[src/hw/rtl/amf0vs_pkg.sv]
// ----------------------------------------------------------------------------
// amf0vs_pkg
// Shared constants, codes and the token record for the AMF0 value parser.
// ----------------------------------------------------------------------------
`default_nettype none

package amf0vs_pkg;

  // Deepest object nesting accepted before a depth-overflow error.
  localparam int MAX_DEPTH = 15;
  localparam int DEPTH_W   = $clog2(MAX_DEPTH + 1);

  // Marker byte plus payload bytes of the fixed-size and header items.
  localparam int NUMBER_ITEM = 9;
  localparam int DATE_ITEM   = 11;
  localparam int LONG_HDR    = 5;
  localparam int SHORT_HDR   = 3;

  // Parse phases
  localparam logic [2:0] PH_TYPE       = 3'd0;
  localparam logic [2:0] PH_NAME_HI    = 3'd1;
  localparam logic [2:0] PH_NAME_LO    = 3'd2;
  localparam logic [2:0] PH_NAME_BYTES = 3'd3;
  localparam logic [2:0] PH_FIXED      = 3'd4;
  localparam logic [2:0] PH_LEN        = 3'd5;
  localparam logic [2:0] PH_STR        = 3'd6;

  // Type markers
  localparam logic [7:0] M_NUMBER  = 8'd0;
  localparam logic [7:0] M_BOOL    = 8'd1;
  localparam logic [7:0] M_STRING  = 8'd2;
  localparam logic [7:0] M_OBJECT  = 8'd3;
  localparam logic [7:0] M_NULL    = 8'd5;
  localparam logic [7:0] M_UNDEF   = 8'd6;
  localparam logic [7:0] M_REF     = 8'd7;
  localparam logic [7:0] M_OBJ_END = 8'd9;
  localparam logic [7:0] M_DATE    = 8'd11;
  localparam logic [7:0] M_LONG    = 8'd12;
  localparam logic [7:0] M_XML     = 8'd15;

  // Token kinds
  localparam logic [3:0] TK_NUMBER    = 4'd0;
  localparam logic [3:0] TK_BOOL      = 4'd1;
  localparam logic [3:0] TK_STR_HDR   = 4'd2;
  localparam logic [3:0] TK_STR_BYTE  = 4'd3;
  localparam logic [3:0] TK_OBJ_START = 4'd4;
  localparam logic [3:0] TK_OBJ_END   = 4'd5;
  localparam logic [3:0] TK_NULL      = 4'd6;
  localparam logic [3:0] TK_UNDEF     = 4'd7;
  localparam logic [3:0] TK_REF       = 4'd8;
  localparam logic [3:0] TK_DATE      = 4'd9;
  localparam logic [3:0] TK_NAME_LEN  = 4'd10;
  localparam logic [3:0] TK_NAME_BYTE = 4'd11;
  localparam logic [3:0] TK_ERROR     = 4'd12;

  // String kinds
  localparam logic [1:0] SK_SHORT = 2'd0;
  localparam logic [1:0] SK_LONG  = 2'd1;
  localparam logic [1:0] SK_XML   = 2'd2;

  // Error codes
  localparam logic [2:0] ERR_NONE        = 3'd0;
  localparam logic [2:0] ERR_UNSUPPORTED = 3'd1;
  localparam logic [2:0] ERR_INCOMPLETE  = 3'd2;
  localparam logic [2:0] ERR_DEPTH       = 3'd3;
  localparam logic [2:0] ERR_UNBALANCED  = 3'd4;

  typedef logic [DEPTH_W-1:0] depth_t;

  typedef struct packed {
    logic [3:0]         token_kind;
    logic [63:0]        token_value;
    logic signed [15:0] time_zone;
    logic [1:0]         string_kind;
    logic [3:0]         nest_depth;
    logic [2:0]         error_code;
  } token_t;

endpackage

`default_nettype wire

[src/hw/rtl/amf0vs_msg_if.sv]
// ----------------------------------------------------------------------------
// amf0vs_msg_if
// Byte channel into the parser: one message byte and its end flag.
// ----------------------------------------------------------------------------
`default_nettype none

interface amf0vs_msg_if;
  logic       valid;
  logic       ready;
  logic [7:0] data_byte;
  logic       end_of_message;

  modport source(output valid, data_byte, end_of_message, input ready);
  modport sink(input valid, data_byte, end_of_message, output ready);
endinterface

`default_nettype wire

[src/hw/rtl/amf0vs_token_if.sv]
// ----------------------------------------------------------------------------
// amf0vs_token_if
// Token channel out of the parser.
// ----------------------------------------------------------------------------
`default_nettype none

interface amf0vs_token_if;
  logic               valid;
  logic               ready;
  logic [3:0]         token_kind;
  logic [63:0]        token_value;
  logic signed [15:0] time_zone;
  logic [1:0]         string_kind;
  logic [3:0]         nest_depth;
  logic [2:0]         error_code;

  modport source(output valid, token_kind, token_value, time_zone, string_kind,
                 nest_depth, error_code, input ready);
  modport sink(input valid, token_kind, token_value, time_zone, string_kind,
               nest_depth, error_code, output ready);
endinterface

`default_nettype wire

[src/hw/rtl/amf0vs_core.sv]
// ----------------------------------------------------------------------------
// amf0vs_core
// Parse state and the one-byte step: next state and the token it causes.
// ----------------------------------------------------------------------------
`default_nettype none

module amf0vs_core (
  input  wire                  clk,
  input  wire                  rst,
  input  wire                  step,
  input  wire  [7:0]           data_byte,
  input  wire                  end_of_message,
  output amf0vs_pkg::token_t   tok,
  output logic                 tok_valid
);

  logic [2:0]          phase, phase_next;
  logic [4:0]          ctype, ctype_next;
  logic [31:0]         rem, rem_next;
  logic [63:0]         shift_reg, shift_reg_next;
  logic [15:0]         zone, zone_next;
  amf0vs_pkg::depth_t  depth, depth_next;
  logic                halted, halted_next;

  logic [31:0]         rem_dec;
  logic [15:0]         name_len;
  logic [1:0]          skind;
  logic [2:0]          bnd;
  logic                emit;
  amf0vs_pkg::token_t  t;

  assign rem_dec  = (rem != '0) ? rem - 32'd1 : '0;
  assign name_len = {shift_reg[7:0], data_byte};
  assign bnd      = (depth != '0) ? amf0vs_pkg::PH_NAME_HI : amf0vs_pkg::PH_TYPE;

  always_comb begin
    if (ctype == 5'(amf0vs_pkg::M_LONG)) begin
      skind = amf0vs_pkg::SK_LONG;
    end else if (ctype == 5'(amf0vs_pkg::M_XML)) begin
      skind = amf0vs_pkg::SK_XML;
    end else begin
      skind = amf0vs_pkg::SK_SHORT;
    end
  end

  always_comb begin
    phase_next     = phase;
    ctype_next     = ctype;
    rem_next       = rem;
    shift_reg_next = shift_reg;
    zone_next      = zone;
    depth_next     = depth;
    halted_next    = halted;
    emit           = 1'b0;
    t              = '0;

    if (!halted) begin
      unique case (phase)
        amf0vs_pkg::PH_NAME_HI: begin
          shift_reg_next = 64'(data_byte);
          phase_next     = amf0vs_pkg::PH_NAME_LO;
        end
        amf0vs_pkg::PH_NAME_LO: begin
          emit          = 1'b1;
          t.token_kind  = amf0vs_pkg::TK_NAME_LEN;
          t.token_value = 64'(name_len);
          rem_next      = 32'(name_len);
          phase_next    = (name_len != '0) ? amf0vs_pkg::PH_NAME_BYTES
                                           : amf0vs_pkg::PH_TYPE;
        end
        amf0vs_pkg::PH_NAME_BYTES: begin
          emit          = 1'b1;
          t.token_kind  = amf0vs_pkg::TK_NAME_BYTE;
          t.token_value = 64'(data_byte);
          rem_next      = rem_dec;
          if (rem_dec == '0) begin
            phase_next = amf0vs_pkg::PH_TYPE;
          end
        end
        amf0vs_pkg::PH_TYPE: begin
          ctype_next     = data_byte[4:0];
          shift_reg_next = '0;
          zone_next      = '0;
          unique case (data_byte) inside
            amf0vs_pkg::M_NUMBER: begin
              rem_next   = 32'(amf0vs_pkg::NUMBER_ITEM - 1);
              phase_next = amf0vs_pkg::PH_FIXED;
            end
            amf0vs_pkg::M_BOOL: begin
              rem_next   = 32'd1;
              phase_next = amf0vs_pkg::PH_FIXED;
            end
            amf0vs_pkg::M_REF: begin
              rem_next   = 32'd2;
              phase_next = amf0vs_pkg::PH_FIXED;
            end
            amf0vs_pkg::M_DATE: begin
              rem_next   = 32'(amf0vs_pkg::DATE_ITEM - 1);
              phase_next = amf0vs_pkg::PH_FIXED;
            end
            amf0vs_pkg::M_STRING: begin
              rem_next   = 32'(amf0vs_pkg::SHORT_HDR - 1);
              phase_next = amf0vs_pkg::PH_LEN;
            end
            amf0vs_pkg::M_LONG, amf0vs_pkg::M_XML: begin
              rem_next   = 32'(amf0vs_pkg::LONG_HDR - 1);
              phase_next = amf0vs_pkg::PH_LEN;
            end
            amf0vs_pkg::M_NULL: begin
              emit         = 1'b1;
              t.token_kind = amf0vs_pkg::TK_NULL;
              phase_next   = bnd;
            end
            amf0vs_pkg::M_UNDEF: begin
              emit         = 1'b1;
              t.token_kind = amf0vs_pkg::TK_UNDEF;
              phase_next   = bnd;
            end
            amf0vs_pkg::M_OBJECT: begin
              emit = 1'b1;
              if (depth >= amf0vs_pkg::DEPTH_W'(amf0vs_pkg::MAX_DEPTH)) begin
                halted_next  = 1'b1;
                t.token_kind = amf0vs_pkg::TK_ERROR;
                t.error_code = amf0vs_pkg::ERR_DEPTH;
              end else begin
                depth_next   = depth + amf0vs_pkg::DEPTH_W'(1);
                phase_next   = amf0vs_pkg::PH_NAME_HI;
                t.token_kind = amf0vs_pkg::TK_OBJ_START;
              end
            end
            amf0vs_pkg::M_OBJ_END: begin
              emit = 1'b1;
              if (depth == '0) begin
                halted_next  = 1'b1;
                t.token_kind = amf0vs_pkg::TK_ERROR;
                t.error_code = amf0vs_pkg::ERR_UNBALANCED;
              end else begin
                depth_next   = depth - amf0vs_pkg::DEPTH_W'(1);
                phase_next   = (depth_next != '0) ? amf0vs_pkg::PH_NAME_HI
                                                  : amf0vs_pkg::PH_TYPE;
                t.token_kind = amf0vs_pkg::TK_OBJ_END;
              end
            end
            default: begin
              emit         = 1'b1;
              halted_next  = 1'b1;
              t.token_kind = amf0vs_pkg::TK_ERROR;
              t.error_code = amf0vs_pkg::ERR_UNSUPPORTED;
            end
          endcase
        end
        amf0vs_pkg::PH_FIXED: begin
          // date: first two payload bytes are the timezone
          if (ctype == 5'(amf0vs_pkg::M_DATE) && rem > 32'd8) begin
            zone_next = {zone[7:0], data_byte};
          end else begin
            shift_reg_next = {shift_reg[55:0], data_byte};
          end
          rem_next = rem_dec;
          if (rem_dec == '0) begin
            emit       = 1'b1;
            phase_next = bnd;
            if (ctype == 5'(amf0vs_pkg::M_NUMBER)) begin
              t.token_kind  = amf0vs_pkg::TK_NUMBER;
              t.token_value = shift_reg_next;
            end else if (ctype == 5'(amf0vs_pkg::M_BOOL)) begin
              t.token_kind  = amf0vs_pkg::TK_BOOL;
              t.token_value = 64'(shift_reg_next[7:0]);
            end else if (ctype == 5'(amf0vs_pkg::M_REF)) begin
              t.token_kind  = amf0vs_pkg::TK_REF;
              t.token_value = 64'(shift_reg_next[15:0]);
            end else begin
              t.token_kind  = amf0vs_pkg::TK_DATE;
              t.token_value = shift_reg_next;
              t.time_zone   = zone_next;
            end
          end
        end
        amf0vs_pkg::PH_LEN: begin
          shift_reg_next = {shift_reg[55:0], data_byte};
          rem_next       = rem_dec;
          if (rem_dec == '0) begin
            emit          = 1'b1;
            t.token_kind  = amf0vs_pkg::TK_STR_HDR;
            t.token_value = 64'(shift_reg_next[31:0]);
            t.string_kind = skind;
            rem_next      = shift_reg_next[31:0];
            phase_next    = (shift_reg_next[31:0] != '0) ? amf0vs_pkg::PH_STR : bnd;
          end
        end
        amf0vs_pkg::PH_STR: begin
          emit          = 1'b1;
          t.token_kind  = amf0vs_pkg::TK_STR_BYTE;
          t.token_value = 64'(data_byte);
          t.string_kind = skind;
          rem_next      = rem_dec;
          if (rem_dec == '0) begin
            phase_next = bnd;
          end
        end
        default: begin
          phase_next = bnd;
        end
      endcase
    end

    // last byte: flag an unfinished item, then back to reset values
    if (end_of_message) begin
      if (!halted_next && phase_next != amf0vs_pkg::PH_TYPE &&
          phase_next != amf0vs_pkg::PH_NAME_HI) begin
        emit         = 1'b1;
        t            = '0;
        t.token_kind = amf0vs_pkg::TK_ERROR;
        t.error_code = amf0vs_pkg::ERR_INCOMPLETE;
      end
    end

    t.nest_depth = 4'(depth_next);

    if (end_of_message) begin
      phase_next     = amf0vs_pkg::PH_TYPE;
      ctype_next     = '0;
      rem_next       = '0;
      shift_reg_next = '0;
      zone_next      = '0;
      depth_next     = '0;
      halted_next    = 1'b0;
    end
  end

  always_ff @(posedge clk) begin
    if (rst) begin
      phase     <= amf0vs_pkg::PH_TYPE;
      ctype     <= '0;
      rem       <= '0;
      shift_reg <= '0;
      zone      <= '0;
      depth     <= '0;
      halted    <= 1'b0;
    end else if (step) begin
      phase     <= phase_next;
      ctype     <= ctype_next;
      rem       <= rem_next;
      shift_reg <= shift_reg_next;
      zone      <= zone_next;
      depth     <= depth_next;
      halted    <= halted_next;
    end
  end

  assign tok       = t;
  assign tok_valid = emit;

endmodule

`default_nettype wire

[src/hw/rtl/amf0_value_stream_parser.sv]
// ----------------------------------------------------------------------------
// amf0_value_stream_parser
// A token is registered: its byte passes through the byte register and the parse
// step before it lands in the token register. One byte per cycle is taken while
// the token output is not stalled; a byte may cause no token.
// Reset (rst, synchronous): empties both registers and returns the parser to
// awaiting a type marker at depth zero.
// ----------------------------------------------------------------------------
`default_nettype none

module amf0_value_stream_parser (
  input  wire             clk,
  input  wire             rst,
  amf0vs_msg_if.sink      msg,
  amf0vs_token_if.source  token
);

  // Byte register: holds one accepted request until the parse step takes it.
  logic       byte_valid;
  logic [7:0] byte_data;
  logic       byte_eom;

  // Token register: holds one result until the sink takes it.
  logic               tok_reg_valid;
  amf0vs_pkg::token_t tok_reg;

  // Step output
  amf0vs_pkg::token_t step_tok;
  logic               step_tok_valid;

  // The byte in the register is parsed when the token register is free or
  // being emptied this cycle. Parse state only moves on a step.
  logic advance;
  assign advance = byte_valid && (!tok_reg_valid || token.ready);

  // Take a new byte whenever the byte register empties this cycle.
  assign msg.ready = !byte_valid || advance;

  always_ff @(posedge clk) begin
    if (rst) begin
      byte_valid <= 1'b0;
    end else if (msg.ready) begin
      byte_valid <= msg.valid;
    end
  end

  always_ff @(posedge clk) begin
    if (msg.valid && msg.ready) begin
      byte_data <= msg.data_byte;
      byte_eom  <= msg.end_of_message;
    end
  end

  amf0vs_core u_core (
    .clk            (clk),
    .rst            (rst),
    .step           (advance),
    .data_byte      (byte_data),
    .end_of_message (byte_eom),
    .tok            (step_tok),
    .tok_valid      (step_tok_valid)
  );

  // Token register: a step that gives no token leaves it empty.
  always_ff @(posedge clk) begin
    if (rst) begin
      tok_reg_valid <= 1'b0;
    end else if (advance) begin
      tok_reg_valid <= step_tok_valid;
    end else if (token.ready) begin
      tok_reg_valid <= 1'b0;
    end
  end

  always_ff @(posedge clk) begin
    if (advance && step_tok_valid) begin
      tok_reg <= step_tok;
    end
  end

  assign token.valid       = tok_reg_valid;
  assign token.token_kind  = tok_reg.token_kind;
  assign token.token_value = tok_reg.token_value;
  assign token.time_zone   = tok_reg.time_zone;
  assign token.string_kind = tok_reg.string_kind;
  assign token.nest_depth  = tok_reg.nest_depth;
  assign token.error_code  = tok_reg.error_code;

  // Input is held back only by a full token register that is stalled.
  a_ready_only_on_stall: assert property (@(posedge clk) disable iff (rst)
    !msg.ready |-> (byte_valid && tok_reg_valid && !token.ready))
    else $error("byte channel stalled without an output stall");

  // A step that makes a token always lands it in the token register.
  a_step_fills_out: assert property (@(posedge clk) disable iff (rst)
    (advance && step_tok_valid) |=> tok_reg_valid)
    else $error("parsed token lost");

  // Error code is set exactly on error tokens.
  a_err_kind: assert property (@(posedge clk) disable iff (rst)
    step_tok_valid |-> ((step_tok.token_kind == amf0vs_pkg::TK_ERROR) ==
                        (step_tok.error_code != amf0vs_pkg::ERR_NONE)))
    else $error("error code and token kind disagree");

  // String kind is only nonzero on string tokens.
  a_skind: assert property (@(posedge clk) disable iff (rst)
    (step_tok_valid && step_tok.string_kind != amf0vs_pkg::SK_SHORT) |->
      (step_tok.token_kind == amf0vs_pkg::TK_STR_HDR ||
       step_tok.token_kind == amf0vs_pkg::TK_STR_BYTE))
    else $error("string kind on a non-string token");

endmodule

`default_nettype wire
[src/flat_wrapper.sv]
// flat-port wrapper written by rule: the top's interface ports become plain ports
module amf0_value_stream_parser_flat 
  (clk, rst, msg_valid, msg_data_byte, msg_end_of_message, msg_ready, token_valid, token_token_kind, token_token_value, token_time_zone, token_string_kind, token_nest_depth, token_error_code, token_ready);
  amf0vs_msg_if msg_i ();
  amf0vs_token_if token_i ();
  input  wire clk;
  input  wire rst;
  input wire logic [$bits(msg_i.valid)-1:0] msg_valid;
  input wire logic [$bits(msg_i.data_byte)-1:0] msg_data_byte;
  input wire logic [$bits(msg_i.end_of_message)-1:0] msg_end_of_message;
  output wire logic [$bits(msg_i.ready)-1:0] msg_ready;
  output wire logic [$bits(token_i.valid)-1:0] token_valid;
  output wire logic [$bits(token_i.token_kind)-1:0] token_token_kind;
  output wire logic [$bits(token_i.token_value)-1:0] token_token_value;
  output wire logic [$bits(token_i.time_zone)-1:0] token_time_zone;
  output wire logic [$bits(token_i.string_kind)-1:0] token_string_kind;
  output wire logic [$bits(token_i.nest_depth)-1:0] token_nest_depth;
  output wire logic [$bits(token_i.error_code)-1:0] token_error_code;
  input wire logic [$bits(token_i.ready)-1:0] token_ready;
  assign msg_i.valid = msg_valid;
  assign msg_i.data_byte = msg_data_byte;
  assign msg_i.end_of_message = msg_end_of_message;
  assign msg_ready = msg_i.ready;
  assign token_valid = token_i.valid;
  assign token_token_kind = token_i.token_kind;
  assign token_token_value = token_i.token_value;
  assign token_time_zone = token_i.time_zone;
  assign token_string_kind = token_i.string_kind;
  assign token_nest_depth = token_i.nest_depth;
  assign token_error_code = token_i.error_code;
  assign token_i.ready = token_ready;
  amf0_value_stream_parser u_core (.clk(clk), .rst(rst), .msg(msg_i), .token(token_i));
endmodule
[config.mk]
export PLATFORM = sky130hd
export DESIGN_NAME = amf0_value_stream_parser_flat
export DESIGN_NICKNAME = d
export VERILOG_FILES = /design/src/hw/rtl/amf0vs_pkg.sv /design/src/hw/rtl/amf0vs_msg_if.sv /design/src/hw/rtl/amf0vs_token_if.sv /design/src/hw/rtl/amf0vs_core.sv /design/src/hw/rtl/amf0_value_stream_parser.sv /design/src/flat_wrapper.sv
export SDC_FILE = /design/constraint.sdc
export NUM_CORES = 1
export LEC_CHECK = 0
export BUFFER_PORTS_ARGS = -buffer_cell sky130_fd_sc_hd__buf_2
export CAP_MARGIN = 20
export CORE_ASPECT_RATIO = 0.5
export CORE_MARGIN = 5
export CORE_UTILIZATION = 50
export DETAILED_ROUTE_END_ITERATION = 7
export PLACE_DENSITY = 0.69
export SETUP_SLACK_MARGIN = 0.4
export SYNTH_ARGS = -nofsm -noshare
export SYNTH_HDL_FRONTEND = slang
export SYNTH_SLANG_ARGS = --single-unit
[constraint.sdc]
create_clock -name clk -period 22.6 [get_ports clk]
set_input_delay 0 -clock clk [delete_from_list [all_inputs] [get_ports clk]]
set_output_delay 0 -clock clk [all_outputs]
set_load 0.02 [all_outputs]
==> run metrics, run 1 <==
Final TNS setup=0 ps; number of synthesized flops with an enable pin=roughly 100; Starting Density=between 50% and 60%; Mapped Area=between 0.01 and 0.015 mm²; dominant cells by area after synthesis=edfxtp_1 (27%), dfxtp_1 (22%), a22oi_1 (7.4%); Synth cell types=roughly 80; leakage power=~4.4 nW; max incr delay on CP=between 800 and 900 ps; nets@finish=1344; mean area per synthesized cell=roughly 9 µm²; crit path cell chain=nor4_1, nand3_1, nor4_4, and3_1, nor2_1, a211oi_1, nand2b_1, nor2_2, o21ai_0, a21oi_1; setup violators final=0; Worst Skew=14.9 ps; Design Power=0.000878 W; vias per inst=about 6.3; highest-delay cell along the critical path=nor2_2; DRT antenna net count=0; worst slew pin tran=roughly 1100 ps; max-slew violations=0; worst vdd ir=47.7 µV; Clk Latency, worst-skew pair=roughly 530 ps; Critical Path End=u_core.token.token_value[2]; unrepaired setup endpoints after global routing=false; fin crit period=roughly 5100 ps; power per cell area=between 60 and 70 mW/mm²; final wirelength=about 34000 µm; Critical Path RT=22980 ps; Synth Register Bits=229; hold depth=2; total number of vias=10401; WP buf/inv=0; Synth Flop Type=dfxtp_1; DP HPWL=around 23000 µm; min-delay src=msg_data_byte[7]; H-tree Lvls=1; Reg clk slew, reported paths=roughly 70 ps; Crit Path Class=register to register; core area=0.0226 mm²; Die Area=0.0260 mm²; Max-slew headroom=28.2%; gr ovfl total=0; Antenna Cells=0; syn nets=between 1000 and 1500; FP Rows=39; status=finished clean; Setup crit start=u_core.u_core.rem[14]; DR WL/cell=20.9 µm; Resized Gates After CTS=0; die width=223 µm; Crit. End Element=register; largest net degree at the start of global routing=between 90 and 100; reg-to-reg startpoint=u_core.u_core.rem[14]; CTS tree=yes; Worst Hold Class=primary input to register; crit path max fanout=21; top cells by count, synth=nand2_1 (178), nor2_1 (169), dfxtp_1 (127), a22oi_1 (112), a21oi_1 (105); Final Hold Violating Endpoints=0; Startpoint Class=register; asr flop ratio synth=0%; gate count of the mapped netlist=~1300; reg2reg end=u_core.token.token_value[2]; first-pass GRT wire length=between 50000 and 60000 µm; initial antenna violation count=1; Ys Warns=0; layout cell share with drive strength beyond 1=about 15%; initial drt markers=1276; Clock Sinks=229; IO Count=about 110; most frequent cell after synthesis=nand2_1; CTS Buffer Depth=3; CP Depth=10; Die Height=between 100 and 150 µm; Synth area leader=edfxtp_1; top cell type's share of synthesized area=27.0%; highest clock rate=197 MHz; MaxCap Viol Count=0; area grow syn2layout=13.8%; arrival time at the worst endpoint=between 5000 and 6000 ps; GRT Total Usage=between 20% and 30%; vias in the first global route=9588; TritonCTS buffer count=22; Reg2Reg Setup Slack=17540 ps; Residual DRC=0; I/O Buffers=approximately 110; Final period util=between 20 and 25%; routability cong.=around 0.99; TritonRoute pass-1 iters=6; CP top delay family=simple AND/OR/NAND/NOR gates; Reg2Reg Depth=10; CTS Root Cell=clkbuf_16; sequential area share after synthesis=between 40% and 50%
## routing by layer
layer	vias up	GRT usage (%)	routed length (µm)
li1	4760	-	-
met1	5012	36.6	15000
met2	551	38.1	14800
met3	76	8.39	3880
met4	2	6.93	821
met5	-	0	12
## stage by stage
stage | instance area (µm²) | utilization [%] | instances | hold WS, ps | worst slack (ps)
after CTS | 12800 | 56.8 | 1642 | 164 | 17410
after detailed placement | 12000 | 53.2 | 1591 | 179 | 17410
final | 12900 | 57.2 | 1647 | 180 | 17540
after global routing | 12900 | 57.2 | 1647 | 168 | 17110
after floorplan | 11400 | - | 1257 | 98.9 | 15300
after global placement | 12000 | 53.2 | 1590 | 178 | 17650
## how the worst min path moves through the flow
stage                          endpoint  slack [ps]
floorplan           u_core.byte_data[0]         100
CTS                 u_core.byte_data[7]         160
finish              u_core.byte_data[7]         180
detailed placement  u_core.byte_data[7]         180
global route        u_core.byte_data[0]         170
global placement    u_core.byte_data[4]         180
## cells by family (layout without fill, tap and decap cells)
| kind of cell | count (synthesis) | in the layout | share of synthesized area, % |
|---|---|---|---|
| multiplexers | 2 | 2 | 0.176 |
| XOR/XNOR | 23 | 23 | 1.77 |
| AO/OA/AOI/OAI | 365 | 365 | 21.4 |
| adder cells (fa/ha/maj) | 5 | 5 | 0.551 |
| AND/OR/NAND/NOR | 524 | 524 | 22.8 |
| flip-flops | 229 | 229 | 49.4 |
| buffers and inverters | 109 | 192 | 3.94 |
## power breakdown
group          leakage (nW)  total (W)  switching [W]  internal, W
Combinational          2.07  0.0000703      0.0000506    0.0000197
Clock                 0.328   0.000358       0.000160     0.000198
Sequential             1.96   0.000450     0.00000734     0.000443
Total                  4.35   0.000878       0.000218     0.000661
## placed cells by master, fill, tap and decap left out, types with 5 or more instances in the layout
master         count
and2_1             8
nand3_1           10
buf_2            106
o21ai_1            9
a31oi_1            5
dfxtp_1          127
nor3_2             8
nor3b_1            5
xnor2_1           13
nand4_1           10
nand3b_1           5
or3_1             11
clkbuf_16         22
a32oi_1            5
dlygate4sd3_1     13
inv_1             14
a21o_1             6
o22ai_1            7
nor4b_1            9
a22o_1             5
ha_1               5
o31ai_1            7
clkbuf_1           8
buf_4             17
o21ai_0           56
nand2b_1           8
nor4b_2            5
xor2_1            10
nor2b_1            5
a21oi_1          104
nand2_1          178
edfxtp_1         102
nor4_1            21
nor2_1           168
a22oi_1          112
nor3_1            39
## area by class of cell
class / instances / area, µm²
multi-input cells: 919 / 5330
repair buffers: 139 / 863
inverters: 15 / 56.3
fillers: 1999 / 9670
flip-flops and latches: 229 / 5610
well taps: 307 / 384
clock buffers: 32 / 602
clock inverters: 6 / 76.3
## repair_timing
| item | CTS | global route |
|---|---|---|
| endpoints found under the hold margin | 39 | 0 |
| setup buffers | 0 | 0 |
| setup endpoints to repair | 0 | 0 |
| hold buffers | 13 | 0 |
No activity file was read; power rests on OpenSTA's default activity.
==> run 2, diff against run 1 <==
--- a/config.mk
+++ b/config.mk
@@ -5,13 +5,14 @@
 export SDC_FILE = /design/constraint.sdc
 export NUM_CORES = 1
 export LEC_CHECK = 0
+export ABC_AREA = 1
 export BUFFER_PORTS_ARGS = -buffer_cell sky130_fd_sc_hd__buf_2
 export CAP_MARGIN = 20
 export CORE_ASPECT_RATIO = 0.5
 export CORE_MARGIN = 5
 export CORE_UTILIZATION = 50
 export DETAILED_ROUTE_END_ITERATION = 7
-export PLACE_DENSITY = 0.69
+export PLACE_DENSITY = 0.71
 export SETUP_SLACK_MARGIN = 0.4
 export SYNTH_ARGS = -nofsm -noshare
 export SYNTH_HDL_FRONTEND = slang
==> constraint.sdc (replaced) <==
create_clock -name clk -period 4.3 [get_ports clk]
set_input_delay 0 -clock clk [delete_from_list [all_inputs] [get_ports clk]]
set_output_delay 0 -clock clk [all_outputs]
set_load 0.02 [all_outputs]
==> run 2 against run 1 <==
  * Final area grew 14%
  * Clock power rose to 6.3 times the previous value
  * Global-route usage grew 0.33 points
  * Highest routed layer is now met4
==> run metrics, run 2 <==
Startpoint Class=register (unchanged); die width=237 µm (was 223 µm); top cells by count, synth=nand2_1 (394), nor2_1 (235), inv_1 (196), o21ai_0 (189), a21oi_1 (188) (was nand2_1 (178), nor2_1 (169), dfxtp_1 (127), a22oi_1 (112), a21oi_1 (105)); leakage power=5.50 nW (was 4.35 nW); arrival time at the worst endpoint=3870 ps (was 5440 ps); Synth area leader=edfxtp_1 (unchanged); GRT Total Usage=26.1% (was 25.7%); most frequent cells in the layout=nand2_1 (393), nor2_1 (235), inv_1 (194) (was nand2_1 (178), nor2_1 (168), dfxtp_1 (127)); most frequent cell after synthesis=nand2_1 (unchanged); Crit Path Class=register to register (unchanged); layout cell share with drive strength beyond 1=12.3% (was 14.6%); top cell type's share of synthesized area=23.8% (was 27.0%); TritonRoute pass-1 iters=6 (unchanged); unrepaired setup endpoints after global routing=false (unchanged); Critical Path RT=4580 ps (was 22980 ps); Reg2Reg Depth=20 (was 10); Net Sw Frac=25.7% (was 24.8%); routability cong.=0.969 (was 0.988); number of synthesized flops with an enable pin=102 (unchanged); I/O Buffers=107 (unchanged); syn nets=1834 (was 1275); placed inst area=0.0137 mm² (was 0.0120 mm²); initial antenna violation count=0 (was 1); MaxCap Viol Count=0 (unchanged); TritonCTS buffer count=22 (unchanged); vias per inst=5.63 (was 6.32); highest clock rate=278 MHz (was 197 MHz); Residual DRC=0 (unchanged); Setup crit start=u_core.u_core.rem[0] (was u_core.u_core.rem[14]); P_int=0.00383 W (was 0.000661 W); final core occ=58.1% (was 57.2%); asr flop ratio synth=0% (unchanged); Worst Skew=13.4 ps (was 14.9 ps); Final Hold Violating Endpoints=0 (unchanged); Worst Hold Class=primary input to register (unchanged); # fillers=2393 (was 1999); hold depth=2 (unchanged); Synth cell types=39 (was 81); min-delay src=rst (was msg_data_byte[7]); CTS Root Cell=clkbuf_16 (unchanged); Final TNS setup=0 ps (unchanged); vias in the first global route=11547 (was 9588); mean area per synthesized cell=7.10 µm² (was 9.03 µm²); Antenna Cells=0 (unchanged); Post-CTS Setup Inserts=0 (unchanged); Die Height=124 µm (was 117 µm); final wirelength=38800 µm (was 34500 µm); fin crit period=3590 ps (was 5060 ps); FP Rows=41 (was 39); CTS Buffer Depth=3 (unchanged); sequential area share after synthesis=43.5% (was 49.4%); post-route cell area=0.0147 mm² (was 0.0129 mm²); footprint of the multi-input gates=0.00615 mm² (was 0.00533 mm²); IO Count=108 (unchanged); commonest non-fill, non-tap cell in the layout=nand2_1 (unchanged); Die Area=0.0293 mm² (was 0.0260 mm²); worst slew pin tran=898 ps (was 1080 ps); status=finished clean (unchanged); Synth Register Bits=229 (unchanged); clock share of power=43.7% (was 40.7%); DRT antenna net count=0 (unchanged); setup violators final=0 (unchanged); initial drt markers=1435 (was 1276); Starting Density=51.0% (was 50.3%); DR WL/cell=17.2 µm (was 20.9 µm); Reg2Reg Setup Slack=710 ps (was 17540 ps); crit path max fanout=13 (was 21); Clock Sinks=229 (unchanged); power per cell area=351 mW/mm² (was 68.0 mW/mm²); Final period util=83.5% (was 22.4%); Crit. End Element=register (unchanged); reg-to-reg startpoint=u_core.u_core.rem[0] (was u_core.u_core.rem[14]); H-tree Lvls=1 (unchanged); Ys Warns=0 (unchanged); register area=0.00561 mm² (unchanged); Comb pwr share=10.6% (was 8.0%); gate count of the mapped netlist=1816 (was 1257); DP HPWL=27000 µm (was 23400 µm); Mapped Area=0.0129 mm² (was 0.0114 mm²); worst vdd ir=273 µV (was 47.7 µV); Synth Flop Type=dfxtp_1 (unchanged); nets@finish=1910 (was 1344); sequential power share=45.7% (was 51.2%); NetSw=0.00132 W (was 0.000218 W); dominant cells by area after synthesis=edfxtp_1 (24%), dfxtp_1 (20%), nand2_1 (11%) (was edfxtp_1 (27%), dfxtp_1 (22%), a22oi_1 (7.4%)); area grow syn2layout=13.9% (was 13.8%); max-slew violations=0 (unchanged); first-pass GRT wire length=62200 µm (was 53700 µm); Reg clk slew, reported paths=70 ps (about the same); gr ovfl total=0 (unchanged); largest net degree at the start of global routing=94 (unchanged); core area=0.0253 mm² (was 0.0226 mm²); Max-slew headroom=39.9% (was 28.2%); total number of vias=12688 (was 10401); Clk Latency, worst-skew pair=520 ps (was 530 ps); CTS tree=yes (unchanged)
## run 2: cell types whose count changed after synthesis, moves of 80 or more
cell | before | now
o21ai_0 | 56 | 189
a22oi_1 | 112 | 3
nand2_1 | 178 | 394
nand3_1 | 10 | 90
inv_1 | 14 | 196
a21oi_1 | 105 | 188
## run 2: worst paths after layout
kind,endpoint
max,u_core.token.token_value[7]
min,u_core.u_core.zone[14]
min reg2reg,u_core.u_core.shift_reg[60]
max reg2reg,u_core.token.token_value[7]
## run 2: layout make-up
cell class                      instances  area share (%)
Timing Repair Buffer                  143            6.07
Inverter                              207            5.32
Multi-Input combinational cell       1289            41.8
Sequential cell                       229            38.2
Clock buffer                           25            3.97
Clock inverter                         15            1.71
Tap cell                              344            2.93
## run 2: power by group through the flow
stage | combinational (W) | clock [W] | sequential [W]
floorplan | 0.000317 | 0 | 0.00245
global placement | 0.000523 | 0 | 0.00240
detailed placement | 0.000522 | 0 | 0.00240
CTS | 0.000533 | 0.00229 | 0.00235
global route | 0.000595 | 0.00239 | 0.00236
finish | 0.000546 | 0.00225 | 0.00235
## run 2: per-stage QoR
stage | hold WS (ps) | total power [W] | std cells | setup slack [ps]
after floorplan | 98.9 | 0.00277 | 1816 | 407
after global placement | 177 | 0.00293 | 2198 | 818
after detailed placement | 181 | 0.00293 | 2198 | 708
after CTS | 32.7 | 0.00517 | 2251 | 701
after global routing | 55.8 | 0.00534 | 2252 | 461
final | 53.2 | 0.00515 | 2252 | 709
## run 2: timing repair
action / CTS / global route
hold buffers: 13 / 0
setup endpoints to repair: 0 / 84
endpoints found under the hold margin: 11 / 0
resized for setup: 0 / 2
## run 2: logic make-up after synthesis
kind of cell | share of synthesized area (%)
and+or+nand+nor | 27.0
AOI/OAI and AO/OA | 19.4
buffers and inverters | 9.00
DFF | 43.5
xor gates and xnor gates | 0.679
adders and majority gates | 0.485
## run 2: critical path, stage by stage, from the launching register on
cell and delay, ps:
dfxtp_1 340, inv_1 110, ha_1 180, nand2_1 100, nor2_4 180, nand4_2 330
nand3_1 360, nand2_1 100, nor2_1 110, nand2_1 60, nor2_1 170, nand2_2 190
nand2_1 100, nand2_1 50, nand2_1 60, nand2_2 60, nand3_2 80, nand2_4 100
nand2_2 380, buf_12 240, nor2_2 50
## run 2: routing by layer
metal / vias to the layer above / wire length (µm) / track usage, %
met5: - / 0 / 0
met4: 0 / 793 / 5.58
met3: 71 / 3230 / 4.84
met2: 506 / 17200 / 41.0
met1: 5920 / 17600 / 37.9
li1: 6191 / - / -
